**src/rtl/core/lpht_pkg.sv**
```systemverilog
// lpht_pkg: shared types and constants of the linear probing hash table
// used by the request channel interface and by the top level; depends on nothing
`timescale 1ns / 1ps

package lpht_pkg;

   localparam int KEY_WIDTH = 31;

   // request codes
   localparam logic REQ_INSERT = 1'b0;
   localparam logic REQ_FIND   = 1'b1;

   typedef enum logic [2:0] {
      ST_CLEAR,
      ST_IDLE,
      ST_HASH_KEY,
      ST_HASH_SLOT,
      ST_PROBE,
      ST_RESULT
   } state_type;

endpackage

```
**src/rtl/core/lpht_req_if.sv**
```systemverilog
// lpht_req_if: request channel (valid/ready, request code and key)
// depends on lpht_pkg for the key width
`timescale 1ns / 1ps

interface lpht_req_if;
   logic                            valid;
   logic                            ready;
   logic                            req_type;
   logic [lpht_pkg::KEY_WIDTH-1:0]  key;

   modport source (output valid, output req_type, output key, input ready);
   modport sink   (input valid, input req_type, input key, output ready);
endinterface

```
**src/rtl/core/lpht_rsp_if.sv**
```systemverilog
// lpht_rsp_if: result channel (valid/ready, hit and table_full flags)
// no dependencies
`timescale 1ns / 1ps

interface lpht_rsp_if;
   logic valid;
   logic ready;
   logic hit;
   logic table_full;

   modport source (output valid, output hit, output table_full, input ready);
   modport sink   (input valid, input hit, input table_full, output ready);
endinterface

```
**src/rtl/core/lpht_ram.sv**
```systemverilog
// lpht_ram: generic simple dual port ram, one write and one registered read port
// no dependencies
`timescale 1ns / 1ps

module lpht_ram #(
   parameter int WIDTH = 32,
   parameter int DEPTH = 32
) (
   input  logic                     clock,
   input  logic                     wr_en,
   input  logic [$clog2(DEPTH)-1:0] wr_addr,
   input  logic [WIDTH-1:0]         wr_data,
   input  logic                     rd_en,
   input  logic [$clog2(DEPTH)-1:0] rd_addr,
   output logic [WIDTH-1:0]         rd_data
);

   logic [WIDTH-1:0] mem [DEPTH];

   always_ff @(posedge clock) begin
      if (wr_en) begin
         mem[wr_addr] <= wr_data;
      end
      if (rd_en) begin
         rd_data <= mem[rd_addr];
      end
   end

endmodule

```
**src/rtl/core/linear_probing_hash_table.sv**
```systemverilog
// linear_probing_hash_table: top level, control, reciprocal hash and probe loop
// depends on lpht_pkg, lpht_req_if, lpht_rsp_if and lpht_ram
`timescale 1ns / 1ps

// Open-addressing hash table with linear probing over TABLE_DEPTH slots held in
// one ram, each word a used flag and a 31-bit key. A request inserts a key
// (first empty slot from the home slot on, duplicates allowed; table_full when
// a whole sweep finds no empty slot) or finds it (hit on the key, miss on an
// empty slot or after a whole sweep). The home slot is key mod HASH_DIVISOR,
// then mod TABLE_DEPTH; each remainder takes three steps (reciprocal multiply,
// multiply back and subtract, one correcting subtract). Probing reads one slot
// per cycle through the ram read port and checks from 1 up to TABLE_DEPTH
// slots. The next request can be accepted in the cycle the result appears. The
// block takes one request at a time; a finished result waits in an output
// register while the next item is accepted, and a result that finds that
// register still occupied holds the block until the register drains.
// After reset a clearing pass writes every slot empty before the first request
// is accepted.
module linear_probing_hash_table #(
   parameter int TABLE_DEPTH  = 32,
   parameter int HASH_DIVISOR = 10
) (
   input  logic        clock,
   input  logic        reset,
   lpht_req_if.sink    req_chan,
   lpht_rsp_if.source  rsp_chan
);

   localparam int KW   = lpht_pkg::KEY_WIDTH;
   localparam int AW   = $clog2(TABLE_DEPTH);
   localparam int CW   = $clog2(TABLE_DEPTH + 1);
   localparam int MAXD = (HASH_DIVISOR > TABLE_DEPTH) ? HASH_DIVISOR : TABLE_DEPTH;
   localparam int RW   = $clog2(MAXD) + 1;
   localparam int WW   = KW + 1;

   // truncated reciprocals: the quotient estimate is low by at most one
   localparam logic [KW:0]   KEY_RECIP  = (KW + 1)'((64'd1 << KW) / HASH_DIVISOR);
   localparam logic [RW-1:0] SLOT_RECIP = RW'((1 << RW) / TABLE_DEPTH);

   lpht_pkg::state_type state_ff, state_in;

   logic [KW-1:0]   key_ff, key_in;
   logic            find_ff, find_in;
   logic [KW-1:0]   src_ff, src_in;
   logic [RW-1:0]   rem_ff, rem_in;
   logic [1:0]      step_ff, step_in;
   logic [AW-1:0]   issue_idx_ff, issue_idx_in;
   logic [AW-1:0]   chk_idx_ff, chk_idx_in;
   logic [CW-1:0]   issue_cnt_ff, issue_cnt_in;
   logic [CW-1:0]   chk_cnt_ff, chk_cnt_in;
   logic            rd_pend_ff, rd_pend_in;
   logic [AW-1:0]   clr_idx_ff, clr_idx_in;
   logic            hit_res_ff, hit_res_in;
   logic            full_res_ff, full_res_in;
   logic            rsp_valid_ff, rsp_valid_in;
   logic            rsp_hit_ff, rsp_hit_in;
   logic            rsp_full_ff, rsp_full_in;

   // hash step
   logic [2*KW-1:0] key_prod;
   logic [KW-1:0]   key_quot;
   logic [RW-1:0]   key_rem_est;
   logic [2*RW-1:0] slot_prod;
   logic [RW-1:0]   slot_quot;
   logic [RW-1:0]   slot_rem_est;
   logic [RW-1:0]   div_sel;
   logic [RW-1:0]   rem_fix;
   logic            hash_last;

   // probe
   logic            slot_used;
   logic            key_match;
   logic            chk_last;
   logic            probe_done;
   logic            issuing;
   logic            req_fire;
   logic            rsp_load;
   logic            clr_last;

   // ram ports
   logic            wr_en;
   logic [AW-1:0]   wr_addr;
   logic [WW-1:0]   wr_data;
   logic [WW-1:0]   rd_data;

   lpht_ram #(
      .WIDTH (WW),
      .DEPTH (TABLE_DEPTH)
   ) u_slot_ram (
      .clock   (clock),
      .wr_en   (wr_en),
      .wr_addr (wr_addr),
      .wr_data (wr_data),
      .rd_en   (issuing),
      .rd_addr (issue_idx_ff),
      .rd_data (rd_data)
   );

   // remainder by multiply with the reciprocal, multiply back, subtract, then correct once
   assign key_prod     = (2 * KW)'(key_ff) * (2 * KW)'(KEY_RECIP);
   assign key_quot     = key_prod[2*KW-1:KW];
   assign key_rem_est  = key_ff[RW-1:0] - RW'(src_ff * KW'(HASH_DIVISOR));
   assign slot_prod    = (2 * RW)'(rem_ff) * (2 * RW)'(SLOT_RECIP);
   assign slot_quot    = slot_prod[2*RW-1:RW];
   assign slot_rem_est = rem_ff - RW'(src_ff * KW'(TABLE_DEPTH));
   assign div_sel      = (state_ff == lpht_pkg::ST_HASH_KEY) ?
                         RW'(HASH_DIVISOR) : RW'(TABLE_DEPTH);
   assign rem_fix      = (rem_ff >= div_sel) ? (rem_ff - div_sel) : rem_ff;
   assign hash_last    = (step_ff == 2'd2);

   assign req_fire = req_chan.valid && req_chan.ready;
   assign rsp_load = (state_ff == lpht_pkg::ST_RESULT) && (!rsp_valid_ff || rsp_chan.ready);
   assign clr_last = (clr_idx_ff == AW'(TABLE_DEPTH - 1));

   assign issuing   = (state_ff == lpht_pkg::ST_PROBE) && (issue_cnt_ff != CW'(TABLE_DEPTH));
   assign slot_used = rd_data[WW-1];
   assign key_match = (rd_data[KW-1:0] == key_ff);
   assign chk_last  = (chk_cnt_ff == CW'(TABLE_DEPTH - 1));
   assign probe_done = (state_ff == lpht_pkg::ST_PROBE) && rd_pend_ff &&
                       (!slot_used || chk_last ||
                        ((find_ff == lpht_pkg::REQ_FIND) && key_match));

   assign req_chan.ready      = (state_ff == lpht_pkg::ST_IDLE);
   assign rsp_chan.valid      = rsp_valid_ff;
   assign rsp_chan.hit        = rsp_hit_ff;
   assign rsp_chan.table_full = rsp_full_ff;

   // next state
   always_comb begin
      state_in = state_ff;
      case (state_ff)
         lpht_pkg::ST_CLEAR: begin
            if (clr_last) state_in = lpht_pkg::ST_IDLE;
         end
         lpht_pkg::ST_IDLE: begin
            if (req_fire) state_in = lpht_pkg::ST_HASH_KEY;
         end
         lpht_pkg::ST_HASH_KEY: begin
            if (hash_last) state_in = lpht_pkg::ST_HASH_SLOT;
         end
         lpht_pkg::ST_HASH_SLOT: begin
            if (hash_last) state_in = lpht_pkg::ST_PROBE;
         end
         lpht_pkg::ST_PROBE: begin
            if (probe_done) state_in = lpht_pkg::ST_RESULT;
         end
         lpht_pkg::ST_RESULT: begin
            if (rsp_load) state_in = lpht_pkg::ST_IDLE;
         end
         default: state_in = lpht_pkg::ST_CLEAR;
      endcase
   end

   // datapath and outputs
   always_comb begin
      key_in       = key_ff;
      find_in      = find_ff;
      src_in       = src_ff;
      rem_in       = rem_ff;
      step_in      = step_ff;
      issue_idx_in = issue_idx_ff;
      chk_idx_in   = chk_idx_ff;
      issue_cnt_in = issue_cnt_ff;
      chk_cnt_in   = chk_cnt_ff;
      rd_pend_in   = 1'b0;
      clr_idx_in   = clr_idx_ff;
      hit_res_in   = hit_res_ff;
      full_res_in  = full_res_ff;
      rsp_hit_in   = rsp_hit_ff;
      rsp_full_in  = rsp_full_ff;
      rsp_valid_in = rsp_valid_ff && !rsp_chan.ready;
      wr_en        = 1'b0;
      wr_addr      = chk_idx_ff;
      wr_data      = {1'b1, key_ff};

      case (state_ff)
         lpht_pkg::ST_CLEAR: begin
            wr_en      = 1'b1;
            wr_addr    = clr_idx_ff;
            wr_data    = '0;
            clr_idx_in = clr_idx_ff + 1'b1;
         end
         lpht_pkg::ST_IDLE: begin
            if (req_fire) begin
               key_in  = req_chan.key;
               find_in = req_chan.req_type;
               src_in  = req_chan.key;
               rem_in  = '0;
               step_in = '0;
            end
         end
         lpht_pkg::ST_HASH_KEY: begin
            step_in = step_ff + 2'd1;
            case (step_ff)
               2'd0: src_in = key_quot;
               2'd1: rem_in = key_rem_est;
               default: begin
                  // key mod divisor, folded into the slot range next
                  rem_in  = rem_fix;
                  step_in = '0;
               end
            endcase
         end
         lpht_pkg::ST_HASH_SLOT: begin
            step_in = step_ff + 2'd1;
            case (step_ff)
               2'd0: src_in = KW'(slot_quot);
               2'd1: rem_in = slot_rem_est;
               default: begin
                  step_in      = '0;
                  issue_idx_in = rem_fix[AW-1:0];
                  issue_cnt_in = '0;
                  chk_cnt_in   = '0;
               end
            endcase
         end
         lpht_pkg::ST_PROBE: begin
            // reads run one slot ahead of the check; extra reads after the end are dropped
            if (issuing) begin
               rd_pend_in   = 1'b1;
               chk_idx_in   = issue_idx_ff;
               issue_cnt_in = issue_cnt_ff + 1'b1;
               issue_idx_in = (issue_idx_ff == AW'(TABLE_DEPTH - 1)) ? '0 : issue_idx_ff + 1'b1;
            end
            if (rd_pend_ff) begin
               chk_cnt_in = chk_cnt_ff + 1'b1;
            end
            if (probe_done) begin
               rd_pend_in = 1'b0;
               if (find_ff == lpht_pkg::REQ_FIND) begin
                  hit_res_in  = slot_used && key_match;
                  full_res_in = 1'b0;
               end else begin
                  hit_res_in  = 1'b0;
                  full_res_in = slot_used;
                  wr_en       = !slot_used;
               end
            end
         end
         lpht_pkg::ST_RESULT: begin
            if (rsp_load) begin
               rsp_valid_in = 1'b1;
               rsp_hit_in   = hit_res_ff;
               rsp_full_in  = full_res_ff;
            end
         end
         default: begin
         end
      endcase
   end

   always_ff @(posedge clock) begin
      if (reset) begin
         state_ff     <= lpht_pkg::ST_CLEAR;
         clr_idx_ff   <= '0;
         step_ff      <= '0;
         issue_cnt_ff <= '0;
         chk_cnt_ff   <= '0;
         rd_pend_ff   <= 1'b0;
         rsp_valid_ff <= 1'b0;
      end else begin
         state_ff     <= state_in;
         clr_idx_ff   <= clr_idx_in;
         step_ff      <= step_in;
         issue_cnt_ff <= issue_cnt_in;
         chk_cnt_ff   <= chk_cnt_in;
         rd_pend_ff   <= rd_pend_in;
         rsp_valid_ff <= rsp_valid_in;
      end
   end

   always_ff @(posedge clock) begin
      key_ff       <= key_in;
      find_ff      <= find_in;
      src_ff       <= src_in;
      rem_ff       <= rem_in;
      issue_idx_ff <= issue_idx_in;
      chk_idx_ff   <= chk_idx_in;
      hit_res_ff   <= hit_res_in;
      full_res_ff  <= full_res_in;
      rsp_hit_ff   <= rsp_hit_in;
      rsp_full_ff  <= rsp_full_in;
   end

endmodule

```
**src/flat_wrapper.sv**
```systemverilog
// flat-port wrapper written by rule: the top's interface ports become plain ports
module linear_probing_hash_table_flat 
#(
   parameter int TABLE_DEPTH  = 32,
   parameter int HASH_DIVISOR = 10
)
  (clock, reset, req_chan_valid, req_chan_req_type, req_chan_key, req_chan_ready, rsp_chan_valid, rsp_chan_hit, rsp_chan_table_full, rsp_chan_ready);
  lpht_req_if req_chan_i ();
  lpht_rsp_if rsp_chan_i ();
  input  logic clock;
  input  logic reset;
  input wire logic [$bits(req_chan_i.valid)-1:0] req_chan_valid;
  input wire logic [$bits(req_chan_i.req_type)-1:0] req_chan_req_type;
  input wire logic [$bits(req_chan_i.key)-1:0] req_chan_key;
  output wire logic [$bits(req_chan_i.ready)-1:0] req_chan_ready;
  output wire logic [$bits(rsp_chan_i.valid)-1:0] rsp_chan_valid;
  output wire logic [$bits(rsp_chan_i.hit)-1:0] rsp_chan_hit;
  output wire logic [$bits(rsp_chan_i.table_full)-1:0] rsp_chan_table_full;
  input wire logic [$bits(rsp_chan_i.ready)-1:0] rsp_chan_ready;
  assign req_chan_i.valid = req_chan_valid;
  assign req_chan_i.req_type = req_chan_req_type;
  assign req_chan_i.key = req_chan_key;
  assign req_chan_ready = req_chan_i.ready;
  assign rsp_chan_valid = rsp_chan_i.valid;
  assign rsp_chan_hit = rsp_chan_i.hit;
  assign rsp_chan_table_full = rsp_chan_i.table_full;
  assign rsp_chan_i.ready = rsp_chan_ready;
  linear_probing_hash_table #(.TABLE_DEPTH(TABLE_DEPTH), .HASH_DIVISOR(HASH_DIVISOR)) u_core (.clock(clock), .reset(reset), .req_chan(req_chan_i), .rsp_chan(rsp_chan_i));
endmodule
```
**config.mk**
```make
export PLATFORM = sky130hd
export DESIGN_NAME = linear_probing_hash_table_flat
export DESIGN_NICKNAME = d
export VERILOG_FILES = /design/src/rtl/core/lpht_pkg.sv /design/src/rtl/core/lpht_req_if.sv /design/src/rtl/core/lpht_rsp_if.sv /design/src/rtl/core/lpht_ram.sv /design/src/rtl/core/linear_probing_hash_table.sv /design/src/flat_wrapper.sv
export SDC_FILE = /design/constraint.sdc
export NUM_CORES = 2
export LEC_CHECK = 0
export ABC_CLOCK_PERIOD_IN_PS = 7100
export BUFFER_PORTS_ARGS = -buffer_cell sky130_fd_sc_hd__buf_2
export CAP_MARGIN = 40
export CORE_UTILIZATION = 25
export DETAILED_ROUTE_END_ITERATION = 6
export PLACE_DENSITY = 0.39
export SKIP_LAST_GASP = 1
export SYNTH_ARGS = -nofsm -noshare
export SYNTH_HDL_FRONTEND = slang
export SYNTH_HIERARCHICAL = 1
export SYNTH_SLANG_ARGS = --single-unit
```
**constraint.sdc**
```tcl
create_clock -name clock -period 7.1 [get_ports clock]
set_input_delay 1.065 -clock clock [delete_from_list [all_inputs] [get_ports clock]]
set_output_delay 1.065 -clock clock [all_outputs]
set_load 0.02 [all_outputs]
```
==> results.cfg <==
[outcome]
outcome = complete, no violations

[hold_path]
worstHoldStart = u_core/hit_res_ff
hp-class = reg2reg

[finish]
area_delta_synth_final_pct = 17.12
final_layout_size_suffix_gt1_share_pct = 10.94
nets = 3957
nFillCells = 20672

[clock_tree]
cts_setup_buffers = 0
htree_levels = 4
clockBufferDepth = 3
clock_latency_ps = 780
cts-root-buf = clkbuf_16
post_cts_resize_count = 0
cts_buffers = 135
cts_sinks = 1137
cts_tree = yes
cts_hold_buffers = 0
path_clk_slew_ps = 60

[timing]
max_slew_margin_pct = 42.92
drv_slew = 0
period_minus_slack_ps = 6598
holdWs_ps = 421.7
clock_skew_ps = 32.97
fin_crit_sh_pct = 92.93
hold_viol_final = 0
worst_pin_slew_ps = 856.3
max_freq_mhz = 151.6
rsz0062_at_grt = false
setup_viol_count_final = 0
finalSetupTns_ps = 0

[logic_synthesis]
seq_area_frac_synth_pct = 64.87
yosysWarnings = 6
synth_edf_count = 1113
syn_nets = 3783
synth_fa_ha_area_share_pct = 10.66
syn_inst = 3409
async_reset_ff_share_pct = 0
ys_ff_latch = 1137
synth_top_flop_cell = edfxtp_1
synthXorXnorAreaFrac_pct = 1.568
synth_compound_area_share_pct = 4.735
synth_mux_area_share_pct = 9.923
synth_simple_gate_area_share_pct = 4.206
syn_area_um2 = 52260
syn_avg_cell_area_um2 = 15.33
ys_types = 53
synth_top_family_by_area = adder cells

[power_and_ir_drop]
powerDensity_nw_per_um2 = 229.8
report.power.total_mw = 14.07
power.leakage_nw = 22.47
ir_worst_vdd_mv = 0.2009

[global_route]
grt_antenna_before_repair = 6
grt_max_degree = 98
grt.total_usage_pct = 15.28
grt_first_pass_wirelength_um = 226900
grt_pass1_vias = 29208
grt_overflow = 0

[worst_setup_path]
cp_slowest_cell = fa_1
cp-start-kind = flip-flop
critPathMaxStageDelay_ps = 580
worstSetupStartpoint = u_core/key_ff[2]
path_buf_inv = 3
critPathMaxFanout = 6
crit_type = reg2reg
crit_family = adder cells
crit_required_ps = 7710
crit_top_cell = fa_1
worst_ep_arrival_time_ps = 7200
cp-end-kind = flip-flop
reg2reg_from = u_core/key_ff[2]
crit_chain = buf_4 > ha_1 > xor2_1 > ha_1 > fa_1 > fa_1 > fa_1 > fa_1 > inv_1 > fa_1 > inv_1 > ha_1 > nand4_1 > nor3_1 > o311ai_0 > o211ai_2 > a211oi_2 > xor2_1 > o31ai_1

[die]
start_util_pct = 25.19
ioPinCount = 40
dieHeight_um = 459.2
num_rows = 167
core_area_um2 = 207500
dieArea_um2 = 210900
dieWidth_um = 459.2

[place]
dp_hpwl_um = 104900
port_buffers = 39
place_congestion = 0.8330

[route]
drt_iter0_markers = 1871
wl_um = 161700
num_vias = 28507
vias_per_cell = 4.402
ant_nets = 0
wl_per_cell_um = 24.97
drt-pass1-iter-count = 5
drc = 0

[job]
maxCapViolations = 0
## per-stage QoR
stage          setup slack, ps  cell area [um^2]  utilization, %  instances
2_1_floorplan             1227             52260               -       3409
3_3_place_gp             559.3             56240           27.11       6190
3_5_place_dp             417.4             57080           27.51       6232
4_1_cts                  450.5             61180           29.49       6471
5_1_grt                  169.5             61210           29.50       6474
6_report                 502.2             61210           29.50       6476
## area by class of cell
| type | instances | area [um^2] | share of cell area, % |
|---|---|---|---|
| flip-flops and latches | 1137 | 33900 | 55.39 |
| repair buffers | 180 | 1901 | 3.105 |
| multi-input cells | 1786 | 16530 | 27.00 |
| clock buffers | 175 | 3592 | 5.869 |
| well taps | 2788 | 3488 | 5.699 |
| diodes | 3 | 7.507 | 0.01226 |
| clock inverters | 64 | 505.5 | 0.8258 |
| inverters | 343 | 1287 | 2.103 |
## final timing paths
| kind | to | slack, ps | cells past startpoint |
|---|---|---|---|
| hold / removal | u_core/rsp_chan.hit | 420 | 0 |
| setup / recovery | u_core/src_ff[3] | 500 | 19 |
| hold reg to reg | u_core/rsp_chan.hit | 420 | 0 |
| setup reg to reg | u_core/src_ff[3] | 500 | 19 |
## cells in the final DEF, fill, tap and decap left out, types with 37 or more instances in the layout
master        n
a21oi_1     127
a22o_1       64
a22oi_1      96
buf_2        41
buf_4        88
clkbuf_1     37
clkbuf_16   138
edfxtp_1   1113
fa_1        179
ha_1        159
inv_1       341
mux2i_1     517
nand2_1     154
nand3_1     107
nor2_1       37
nor3_1       39
xnor2_1      63
## synth_stat cells, types with 3 or more instances
| library cell | number | area share [%] |
|---|---|---|
| buf_1 | 7 | 0.050 |
| buf_2 | 30 | 0.29 |
| a31oi_1 | 34 | 0.41 |
| buf_4 | 34 | 0.49 |
| a22oi_1 | 96 | 1.4 |
| nor2_1 | 71 | 0.51 |
| o21ai_0 | 14 | 0.13 |
| dfxtp_1 | 24 | 0.92 |
| ha_1 | 159 | 3.8 |
| and2_1 | 37 | 0.44 |
| nand2b_1 | 8 | 0.096 |
| xor2_1 | 28 | 0.47 |
| nand2_1 | 155 | 1.1 |
| o21a_1 | 3 | 0.043 |
| nor2b_1 | 9 | 0.11 |
| nor3_1 | 39 | 0.37 |
| a22o_1 | 64 | 1.1 |
| nand4_1 | 15 | 0.18 |
| a211oi_1 | 9 | 0.13 |
| xnor2_1 | 63 | 1.1 |
| or3_1 | 3 | 0.036 |
| o31ai_1 | 4 | 0.057 |
| or3b_2 | 3 | 0.050 |
| edfxtp_1 | 1113 | 64 |
| a21o_1 | 4 | 0.057 |
| buf_6 | 15 | 0.32 |
| clkbuf_1 | 55 | 0.40 |
| nand3b_1 | 6 | 0.086 |
| inv_1 | 343 | 2.5 |
| mux2i_1 | 517 | 9.9 |
| and3_1 | 8 | 0.096 |
| fa_1 | 179 | 6.9 |
| a21oi_1 | 127 | 1.2 |
| nor4_1 | 3 | 0.036 |
| nand3_1 | 107 | 1.0 |
## per-layer routing
metal  part of all wire [%]  global-route usage, %
met4                    2.3                  4.250
met1                     46                  20.66
met3                    3.9                  2.621
met5                      0                      0
met2                     48                  25.05
## where the power goes
part	switching (mW)	internal [mW]	total [mW]
logic	0.127	0.0477	0.175
clock network	2.75	3.78	6.54
registers	0.0148	7.34	7.36
total	2.90	11.2	14.1
## registers in the layout, summed over array words and instances, names as in the netlist, 2 cells and up
| signal | cells |
|---|---|
| u_core/src_ff | 5 |
| u_core/step_ff | 2 |
| u_core/chk_idx_ff | 5 |
| u_core/clr_idx_ff | 5 |
| u_core/chk_cnt_ff | 6 |
| u_core/state_ff | 3 |
| u_core/issue_cnt_ff | 6 |
| u_core/u_slot_ram/mem | 1024 |
| u_core/rem_ff | 6 |
| u_core/issue_idx_ff | 5 |
| u_core/u_slot_ram/rd_data | 32 |
| u_core/key_ff | 31 |
## worst reg2reg max path: cells and delay by family, from the launching register on
kind	cells	cell delay (ps)
AO/OA/AOI/OAI	4	930
XOR/XNOR	2	550
adder cells (fa/ha/maj)	8	3610
buffers and inverters	3	330
flip-flops	1	530
AND/OR/NAND/NOR	2	490
## cell families after synthesis
logic type | Yosys count
AOI/OAI and AO/OA | 370
xor gates and xnor gates | 92
adders and majority gates | 338
buffers and inverters | 486
DFF | 1137
muxes | 518
and+or+nand+nor | 468
(Power assumes the default switching activity.)
